File: config.mk
export PLATFORM = sky130hd
export DESIGN_NAME = gme_csr
export DESIGN_NICKNAME = d
export VERILOG_FILES = /design/src/hdl/gme_pkg.sv /design/src/hdl/gme_csr.sv
export SDC_FILE = /design/constraint.sdc
export NUM_CORES = 1
export LEC_CHECK = 0
export BUFFER_PORTS_ARGS = -buffer_cell sky130_fd_sc_hd__buf_2
export CAP_MARGIN = 10
export CORE_MARGIN = 2
export CORE_UTILIZATION = 40
export CTS_CLUSTER_DIAMETER = 60
export CTS_CLUSTER_SIZE = 10
export DETAILED_ROUTE_END_ITERATION = 12
export PLACE_DENSITY = 0.74
export SYNTH_ARGS = -nofsm -noshare
export SYNTH_HDL_FRONTEND = slang
export SYNTH_SLANG_ARGS = --single-unit
File: constraint.sdc
create_clock -name clock -period 3.2 [get_ports clock]
set_clock_uncertainty 0.1 [all_clocks]
set_input_delay 0.96 -clock clock [delete_from_list [all_inputs] [get_ports clock]]
set_output_delay 0.96 -clock clock [all_outputs]
set_load 0.1 [all_outputs]
File: src/hdl/gme_pkg.sv
// Shared types and constants for the 3x3 gradient magnitude edge detector.
// No dependencies; every other file in the block imports this package.
package gme_pkg;

   // pixel and geometry widths
   localparam int PIX_W      = 8;
   localparam int MEM_DEPTH  = 1024;
   localparam int ADDR_W     = $clog2(MEM_DEPTH);
   localparam int COL_W      = 10;
   localparam int ROW_W      = 12;
   localparam int WIDTH_W    = 11;
   localparam int HEIGHT_W   = 13;
   localparam int MIN_SIZE   = 3;
   localparam int MAX_HEIGHT = 4096;
   localparam int WIN_SIZE   = 6;

   // arithmetic widths
   localparam int GRAD_W    = 11;   // signed gradient, |g| <= 1020
   localparam int ABS_W     = 10;   // unsigned kernel half-sums and |g|
   localparam int SQ_W      = 2 * ABS_W + 1;
   localparam int ROOT_W    = 8;
   localparam int ROOT_IN_W = 2 * ROOT_W;
   localparam logic [ROOT_W-1:0] MAG_SAT = '1;

   // configuration port
   localparam int CSR_IDX_W  = 2;
   localparam int CSR_DATA_W = 13;
   localparam logic [CSR_IDX_W-1:0] REG_LINE_WIDTH   = 2'd0;
   localparam logic [CSR_IDX_W-1:0] REG_FRAME_HEIGHT = 2'd1;
   localparam logic [CSR_IDX_W-1:0] REG_KERNEL_MODE  = 2'd2;

   localparam logic [WIDTH_W-1:0]  LINE_WIDTH_RST   = WIDTH_W'(1024);
   localparam logic [HEIGHT_W-1:0] FRAME_HEIGHT_RST = HEIGHT_W'(4096);
   localparam logic                KERNEL_MODE_RST  = 1'b1;
   localparam logic                KERNEL_PREWITT   = 1'b0;

   typedef struct packed {
      logic [WIDTH_W-1:0]  line_width;
      logic [HEIGHT_W-1:0] frame_height;
      logic                kernel_mode;
   } gme_cfg_type;

   // controller to datapath
   typedef struct packed {
      logic capture;   // take pixel, read line stores
      logic advance;   // write line stores, shift window, step counters, gradients
      logic square;    // square and sum, start root
      logic out_load;  // load output register
   } gme_cmd_type;

   // datapath to controller
   typedef struct packed {
      logic interior;
      logic root_busy;
      logic out_free;
   } gme_sts_type;

endpackage

File: src/hdl/gme_csr.sv
// Configuration registers: line width, frame height and kernel select.
// Depends on gme_pkg for register indexes and reset values.
module gme_csr import gme_pkg::*; (
   input  logic                  clock,
   input  logic                  reset,
   input  logic                  csr_valid,
   input  logic [CSR_IDX_W-1:0]  csr_index,
   input  logic [CSR_DATA_W-1:0] csr_data,
   output logic                  csr_ready,
   output gme_cfg_type           cfg
);
   gme_cfg_type cfg_ff, cfg_in;

   // decode the register index; unknown indexes are dropped
   always_comb begin
      cfg_in = cfg_ff;
      if (csr_valid) begin
         case (csr_index)
            REG_LINE_WIDTH:   cfg_in.line_width   = csr_data[WIDTH_W-1:0];
            REG_FRAME_HEIGHT: cfg_in.frame_height = csr_data[HEIGHT_W-1:0];
            REG_KERNEL_MODE:  cfg_in.kernel_mode  = csr_data[0];
            default: ;
         endcase
      end
   end

   always_ff @(posedge clock) begin
      if (reset) begin
         cfg_ff.line_width   <= LINE_WIDTH_RST;
         cfg_ff.frame_height <= FRAME_HEIGHT_RST;
         cfg_ff.kernel_mode  <= KERNEL_MODE_RST;
      end else begin
         cfg_ff <= cfg_in;
      end
   end

   assign csr_ready = 1'b1;
   assign cfg       = cfg_ff;
endmodule

==> summary.md <==
| Metric | Value |
|---|---|
| Drt wl/cell | `~12 µm` |
| Met1 Use GR | `0.1584` |
| Fmax achieved | `0.4622 GHz` |
| Port Buf Inserts | `42` |
| Met2 Use GR | `0.2636` |
| Reg2reg path depth | `2` |
| Area of the die | `between 3000 and 4000 µm²` |
| Seq cells post-synth | `25` |
| Vias in the first global route | `between 800 and 900` |
| Final period util | `0.6761` |
| Share of layout cells above drive strength 1 | `0.3310` |
| Final #Nets | `about 160` |
| Max-slew violation count | `0` |
| Mapped Area | `roughly 1100 µm²` |
| CTS tree | `built` |
| CP top delay family | `buffers and inverters` |
| Worst-Margin Slew | `roughly 560 ps` |
| Final std cells w/o fill | `172` |
| GRT busiest layer | `met2` |
| Clk_lat worst skew | `roughly 300 ps` |
| Distinct cells, synth | `12` |
| Top cells by area, synth | `dfxtp_1 (47%), mux2i_1 (23%), nand2b_1 (20%)` |
| Pwr Density | `~460 nW/µm²` |
| CP max stage delay | `approximately 430 ps` |
| Synthesized net count | `121` |
| Sequential Area | `between 500 and 600 µm²` |
| Area delta synth->final | `22.74%` |
| Crit-path slowest cell | `buf_2` |
| CP max FO | `2` |
| Leak pwr | `around 0.64 nW` |
| DRT iter0 DRCs | `11` |
| Register area share after synthesis | `0.4689` |
| Row cnt | `18` |
| Final Hold Fails | `0` |
| Die width | `~56 µm` |
| RSZ-0062 raised after global routing | `no` |
| CP Capture Type | `primary output` |
| Min Tclk post-route | `around 2200 ps` |
| CP cell instances | `buf_2` |
| All-Layer GR Usage | `0.1420` |
| Fill count | `240` |
| Vias per cell | `between 4 and 5` |
| Slew HR | `0.6269` |
| Maximum vdd drop | `0.0002235 V` |
| # diodes | `0` |
| Remaining DRCs | `0` |
| Synth top area share | `0.4689` |
| Worst hold path type | `reg -> reg` |
| Clock buffer depth | `2` |
| Antenna violations before repair | `0` |
| Starting density of the core | `0.4269` |
| Post-CTS resize count | `0` |
| Total I/O pin count | `between 40 and 50` |
| CTS buffer count | `3` |
| YS warnings | `0` |
| HPWL Detailed | `roughly 1.6 mm` |
| CTS sink cnt | `25` |
| Largest net degree at the start of global routing | `41` |
| 1st-pass router iterations | `4` |
| Crit path kind | `reg -> out` |
| Clk slew on worst S/H paths | `130 ps` |
| First-pass GRT wire length | `3.622 mm` |
| Hold Crit Depth | `2` |
| Antenna Violating Nets Remaining | `0` |
| Core area | `2500 µm²` |
| Final RePlAce weighted congestion | `0.6904` |
| Outcome | `finished, final reports clean` |
| Synth Instances | `around 100` |
| Largest register FFs | `25` |
| Crit path depth | `1` |
| Startpoint Class | `register` |
| Multi-input logic area | `534.3 µm²` |
| Root buffer cell | `clkbuf_4` |
| Die height | `between 50 and 60 µm` |
| CTS Hold Buffers Added | `0` |
| Critical path required time | `2140 ps` |
| Maxcap violations | `0` |
| Final setup vio count | `0` |
| Setup tns final | `0 ps` |
| Routed vias | `about 820` |
| H-tree Lvls | `1` |
| Setup bufs post-CTS | `0` |
| Congestion Overflow GR | `0` |
| # placed instances | `approximately 170` |
| Area leader, netlist | `dfxtp_1` |
| Post-Route WL | `about 2.1 mm` |
| WP buf/inv | `1` |
| Critical path arrival | `~1100 ps` |
| M3 GR Usage | `0.04186` |
| Mapped Avg Cell Area | `10.36 µm²` |
==> cell usage after synthesis <==
cell type and instances:
nand2b_1 34, dfxtp_1 25, mux2i_1 25, nor2_1 6, clkbuf_1 4, buf_2 2, nand3b_1 2, and3b_1 1
buf_4 1, conb_1 1, nor3b_2 1, or3b_1 1
==> path summary, 6_finish.rpt <==
| path | slack, ps | from | to |
|---|---|---|---|
| worst max register to register | 2460 | cfg[13] | cfg[13] |
| worst min register to register | 380 | cfg[12] | cfg[12] |
| worst min-delay path | 380 | cfg[12] | cfg[12] |
| worst max-delay path | 1040 | cfg[13] | cfg[13] |
==> placed cells by master, fill, tap and decap left out <==
| cell | instances |
|---|---|
| and3b_1 | 1 |
| dfxtp_1 | 25 |
| nor2_1 | 6 |
| mux2i_1 | 25 |
| buf_2 | 42 |
| clkbuf_4 | 3 |
| nand2b_1 | 34 |
| or3b_1 | 1 |
| nor3b_2 | 1 |
| clkinv_2 | 1 |
| conb_1 | 1 |
| nand3b_1 | 2 |
==> cell families (layout without fill, tap and decap cells) <==
logic type | after synthesis | after routing | synth area share
AND/OR/NAND/NOR | 45 | 45 | 0.2626
buffers and inverters | 7 | 46 | 0.03048
multiplexers | 25 | 25 | 0.2345
other | 1 | 1 | 0.003514
flip-flops | 25 | 25 | 0.4689
==> cell type report <==
type	instances	area share
Multi-Input combinational cell	71	0.4078
Sequential cell	25	0.3820
Clock inverter	1	0.003820
Timing Repair Buffer	42	0.1605
Tap cell	30	0.02865
Clock buffer	3	0.01719
==> worst reg2reg max path: cells and delay by family, from the launching register on <==
kind | cells | cell delay [ps]
flops | 1 | 340
simple gates | 1 | 100
mux | 1 | 80
==> report_power, final <==
group,switching (mW),total (mW),internal (mW),leakage [nW]
clock,0.0869,0.133,0.0465,0.0177
combinational,0.113,0.147,0.0342,0.418
sequential,0.00544,0.328,0.322,0.203
==> layer usage <==
metal	up-vias	part of all wire	wire (µm)
li1	414	-	-
met1	391	0.41	870
met2	16	0.53	1106
met3	2	0.051	107
met4	0	0.0062	13
met5	-	0	0
==> stage by stage <==
step | setup slack [ps] | util | area [µm²] | hold slack [ps] | total power [mW]
after floorplan | 1215 | - | 1067 | 816.1 | 0.4547
after global placement | 1124 | 0.5130 | 1282 | 356.2 | 0.4796
after detailed placement | 1089 | 0.5130 | 1282 | 364.7 | 0.4822
after CTS | 1019 | 0.5240 | 1310 | 382.7 | 0.6164
after global routing | 977.6 | 0.5240 | 1310 | 403.3 | 0.6378
final | 1036 | 0.5240 | 1310 | 380.5 | 0.6080
No activity file was read; power rests on OpenSTA's default activity.
