## config.mk

```make
export PLATFORM = sky130hd
export DESIGN_NAME = gme_ctrl
export DESIGN_NICKNAME = d
export VERILOG_FILES = /design/src/hdl/gme_pkg.sv /design/src/hdl/gme_ctrl.sv
export SDC_FILE = /design/constraint.sdc
export NUM_CORES = 1
export LEC_CHECK = 0
export BUFFER_PORTS_ARGS = -buffer_cell sky130_fd_sc_hd__buf_2
export CELL_PAD_IN_SITES_DETAIL_PLACEMENT = 0
export CELL_PAD_IN_SITES_GLOBAL_PLACEMENT = 2
export CORE_AREA = 2 2 39 41
export DETAILED_ROUTE_END_ITERATION = 12
export DIE_AREA = 0 0 41 43
export GPL_TIMING_DRIVEN = 0
export PLACE_DENSITY_LB_ADDON = 0.1
export SLEW_MARGIN = 20
export SYNTH_ARGS = -nofsm -noshare
export SYNTH_HDL_FRONTEND = slang
export SYNTH_SLANG_ARGS = --single-unit
```

## constraint.sdc

```tcl
create_clock -name clock -period 1.11 [get_ports clock]
set_input_delay 0.222 -clock clock [delete_from_list [all_inputs] [get_ports clock]]
set_output_delay 0.222 -clock clock [all_outputs]
set_load 0.02 [all_outputs]
```

## src/hdl/gme_pkg.sv

```systemverilog
// Shared types and constants for the 3x3 gradient magnitude edge detector.
// No dependencies; every other file in the block imports this package.
package gme_pkg;

   // pixel and geometry widths
   localparam int PIX_W      = 8;
   localparam int MEM_DEPTH  = 1024;
   localparam int ADDR_W     = $clog2(MEM_DEPTH);
   localparam int COL_W      = 10;
   localparam int ROW_W      = 12;
   localparam int WIDTH_W    = 11;
   localparam int HEIGHT_W   = 13;
   localparam int MIN_SIZE   = 3;
   localparam int MAX_HEIGHT = 4096;
   localparam int WIN_SIZE   = 6;

   // arithmetic widths
   localparam int GRAD_W    = 11;   // signed gradient, |g| <= 1020
   localparam int ABS_W     = 10;   // unsigned kernel half-sums and |g|
   localparam int SQ_W      = 2 * ABS_W + 1;
   localparam int ROOT_W    = 8;
   localparam int ROOT_IN_W = 2 * ROOT_W;
   localparam logic [ROOT_W-1:0] MAG_SAT = '1;

   // configuration port
   localparam int CSR_IDX_W  = 2;
   localparam int CSR_DATA_W = 13;
   localparam logic [CSR_IDX_W-1:0] REG_LINE_WIDTH   = 2'd0;
   localparam logic [CSR_IDX_W-1:0] REG_FRAME_HEIGHT = 2'd1;
   localparam logic [CSR_IDX_W-1:0] REG_KERNEL_MODE  = 2'd2;

   localparam logic [WIDTH_W-1:0]  LINE_WIDTH_RST   = WIDTH_W'(1024);
   localparam logic [HEIGHT_W-1:0] FRAME_HEIGHT_RST = HEIGHT_W'(4096);
   localparam logic                KERNEL_MODE_RST  = 1'b1;
   localparam logic                KERNEL_PREWITT   = 1'b0;

   typedef struct packed {
      logic [WIDTH_W-1:0]  line_width;
      logic [HEIGHT_W-1:0] frame_height;
      logic                kernel_mode;
   } gme_cfg_type;

   // controller to datapath
   typedef struct packed {
      logic capture;   // take pixel, read line stores
      logic advance;   // write line stores, shift window, step counters, gradients
      logic square;    // square and sum, start root
      logic out_load;  // load output register
   } gme_cmd_type;

   // datapath to controller
   typedef struct packed {
      logic interior;
      logic root_busy;
      logic out_free;
   } gme_sts_type;

endpackage

```

## src/hdl/gme_ctrl.sv

```systemverilog
// Sequencing state machine: one pixel word at a time through read, gradient,
// square, root and output. Depends on gme_pkg for command and status types.
module gme_ctrl import gme_pkg::*; (
   input  logic        clock,
   input  logic        reset,
   input  logic        req_valid,
   output logic        req_ready,
   input  gme_sts_type sts,
   output gme_cmd_type cmd
);
   localparam logic [2:0] ST_IDLE   = 3'd0;
   localparam logic [2:0] ST_READ   = 3'd1;
   localparam logic [2:0] ST_SQUARE = 3'd2;
   localparam logic [2:0] ST_ROOT   = 3'd3;
   localparam logic [2:0] ST_OUTPUT = 3'd4;

   logic [2:0] state_ff, state_in;

   // next state and commands
   always_comb begin
      state_in  = state_ff;
      cmd       = '0;
      req_ready = (state_ff == ST_IDLE);
      case (state_ff)
         ST_IDLE: begin
            if (req_valid) begin
               cmd.capture = 1'b1;
               state_in    = ST_READ;
            end
         end
         ST_READ: begin
            cmd.advance = 1'b1;
            state_in    = sts.interior ? ST_SQUARE : ST_IDLE;
         end
         ST_SQUARE: begin
            cmd.square = 1'b1;
            state_in   = ST_ROOT;
         end
         ST_ROOT: begin
            if (!sts.root_busy) begin
               state_in = ST_OUTPUT;
            end
         end
         ST_OUTPUT: begin
            if (sts.out_free) begin
               cmd.out_load = 1'b1;
               state_in     = ST_IDLE;
            end
         end
         default: state_in = ST_IDLE;
      endcase
   end

   always_ff @(posedge clock) begin
      if (reset) begin
         state_ff <= ST_IDLE;
      end else begin
         state_ff <= state_in;
      end
   end
endmodule

```

==> run_results.csv <==
group,metric,value,unit
layout,registers.top_by_ff_count,"state_ff",
layout,fin_nets,54,
global_route,grt_pass1_wl,1210,um
synth,synth_top_area_share,27.6,%
status,violations,"setup timing",
synth,synth_mux_area_share,4.60,%
worst_setup_path,rr_startpoint,"state_ff[1]",
layout,reg.largest.list,"state_ff (3)",
timing,setup_viol,6,
clock_network,clkLatencyLatePin,0.23,ns
worst_setup_path,r2r_setup_slack,-0.06,ns
synth,yosysTopAreaCell,"dfxtp_1",
synth,synth_area_leaders,"dfxtp_1 28%, buf_6 10%, nor3_1 6.9%",
synth,yosysUniqueCellTypes,17,
global_route,grt_pass1_vias,275,
detailed_routing,dr.pass1.iters,2,
synth,netlist_area,218,um^2
layout,layout_common_cells,"10 x buf_4, 6 x buf_6, 6 x buf_2",
detailed_routing,vias,264,
placement,place_hpwl,422,um
layout,layout.cells.most_common,"buf_4",
global_route,grtUsageTotal,10.6,%
synth,synthAdderAreaFrac,0,%
floorplanning,die_area,0.00176,mm^2
worst_setup_path,startpoint_type,"flip-flop",
placement,gp_congestion,0.700,
worst_setup_path,ff2ff_path_depth,5,
floorplanning,fp-row-count,14,
layout,largest_reg_flops,3,
worst_setup_path,critPathKind,"reg -> out",
timing,final_hold_viol_count,0,
run,drv_cap,0,
pwr,p_leak,0.204,nW
detailed_routing,drt-wirelength-per-cell,11.4,um
pwr,p_total,0.000522,W
synth,synth_xor_area_share,0,%
detailed_routing,drt-vias-per-instance,4.19,
layout,n_antenna_cell,0,
floorplanning,core_area,0.00138,mm^2
worst_setup_path,cp.required,0.89,ns
synth,ys_seq_elements,3,
synth,ys_warn_count,0,
min_path,hold_start,"reset",
worst_setup_path,r2r-end,"state_ff[2]",
global_route,antenna_found_initial,0,
floorplanning,die_w,41,um
timing,grt_setup_unrepaired,"yes",
synth,syn_inst,23,
timing,max_freq,780,MHz
placement,io_buffers,10,
worst_setup_path,crit_path_end_kind,"output pin",
clock_network,cts_sinks,3,
clock_network,cts_root_buf,"clkbuf_4",
timing,fin_tns_setup,-0.833,ns
clock_network,cts-hold-fix-buffers,0,
clock_network,clkTransAtPathRegs,0.04,ns
synth,synth-seq-area-share,27.6,%
timing,layout_setup_ws,-0.172,ns
synth,synth_compound_area_share,12.6,%
synth,synth_nets,29,
synth,avgSynthCellArea,9.47,um^2
global_route,grt_overflow,0,
layout,area.growth.synth_to_final,115,%
layout,layout-drive-gt1-share,83.0,%
placement,dpl_worst_slack,-0.0538,ns
timing,tightest_slew,0.310,ns
clock_network,cts_max_level,1,
worst_setup_path,path_max_fanout,5,
timing,period_share,116,%
timing,skew,0.0000681,ns
worst_setup_path,arrival,1.06,ns
detailed_routing,drt-total-wl,717,um
synth,synth_top_family_by_area,"simple AND/OR/NAND/NOR gates",
clock_network,cts_buffer_depth,2,
global_route,grt_max_degree,10,
timing,period_needed,1.28,ns
min_path,worstHoldEndpoint,"state_ff[0]",
status,status,"finished, violations left",
pwr,power.density,1120,mW/mm^2
timing,slew_viol_final,0,
floorplanning,pin_count,11,
min_path,whs_path_depth,2,
detailed_routing,drt_first_iter_violations,2,
min_path,hp-class,"in -> reg",
detailed_routing,route.detailed.drc,0,
floorplanning,die_h,43,um
detailed_routing,postRouteAntennaNets,0,
floorplanning,initial_utilization,15.7,%
clock_network,cts_tree,"done",
synth,yosys.area_share.simple,43.1,%
timing,maxSlewHeadroom,79.2,%
pwr,irDropWorstVdd,0.000426,V
clock_network,cts_buffers,3,
[worst max-delay path, stage by stage (launching register included)]
cell and delay (ns):
dfxtp_2 0.31, buf_6 0.12, and4bb_2 0.28, buf_6 0.11
[cell families (layout without fill, tap and decap cells)]
| group | Yosys count | count (layout) |
|---|---|---|
| DFF | 3 | 3 |
| muxes | 1 | 1 |
| buffers and inverters | 3 | 27 |
| and+or+nand+nor | 12 | 12 |
| AOI/OAI and AO/OA | 4 | 4 |
[per-layer routing]
layer  global-route usage [%]  share of wire [%]
met4                     6.00                1.7
met5                        0                  0
met3                     5.24                3.3
met2                     13.8                 51
met1                     13.7                 44
[timing repair]
item	in CTS	in global routing
cloned	1	1
setup buffers	6	2
endpoints found under the setup margin	5	6
resized for setup	15	7
pin swaps	3	3
[synthesized netlist by cell type]
cell type and instances:
mux2i_1 1, a22oi_1 1, nor2_1 1, nor4_2 1, nor2b_4 1, dfxtp_1 3, buf_6 2, and4bb_2 1
o21ai_1 1, a211oi_1 2, nor3_1 3, and2_2 1, inv_1 1, nand2_1 1, nor4_1 1, nand3b_1 1
and3_4 1
[how the worst max path moves through the flow]
stage | slack [ns] | endpoint | start
global route | -0.22 | cmd[0] | state_ff[2]
global placement | -0.06 | cmd[1] | state_ff[0]
floorplan | 0.06 | cmd[3] | state_ff[0]
finish | -0.17 | cmd[0] | state_ff[1]
CTS | -0.18 | cmd[0] | state_ff[1]
detailed placement | -0.05 | cmd[1] | state_ff[0]
[layout make-up]
type / instances / area (um^2)
Tap cell: 16 / 20.0
Buffer: 2 / 22.5
Clock buffer: 4 / 26.3
Multi-Input combinational cell: 17 / 176
Sequential cell: 3 / 66.3
Fill cell: 149 / 916
Inverter: 1 / 6.26
Timing Repair Buffer: 20 / 150
[power breakdown]
group | internal, W | switching, W
combinational | 0.000109 | 0.0000935
sequential | 0.000118 | 0.0000107
clock | 0.000135 | 0.0000561
total | 0.000362 | 0.000160
[per-stage QoR]
stage | hold WS (ns) | cell area [um^2] | std cells | utilization [%]
final | 0.208 | 468 | 63 | 33.8
after global routing | 0.201 | 468 | 63 | 33.8
after CTS | 0.181 | 415 | 60 | 30.0
after detailed placement | 0.437 | 303 | 49 | 21.9
after global placement | 0.435 | 303 | 49 | 21.9
after floorplan | 0.293 | 233 | 23 | -
No activity file was read; power rests on OpenSTA's default activity.
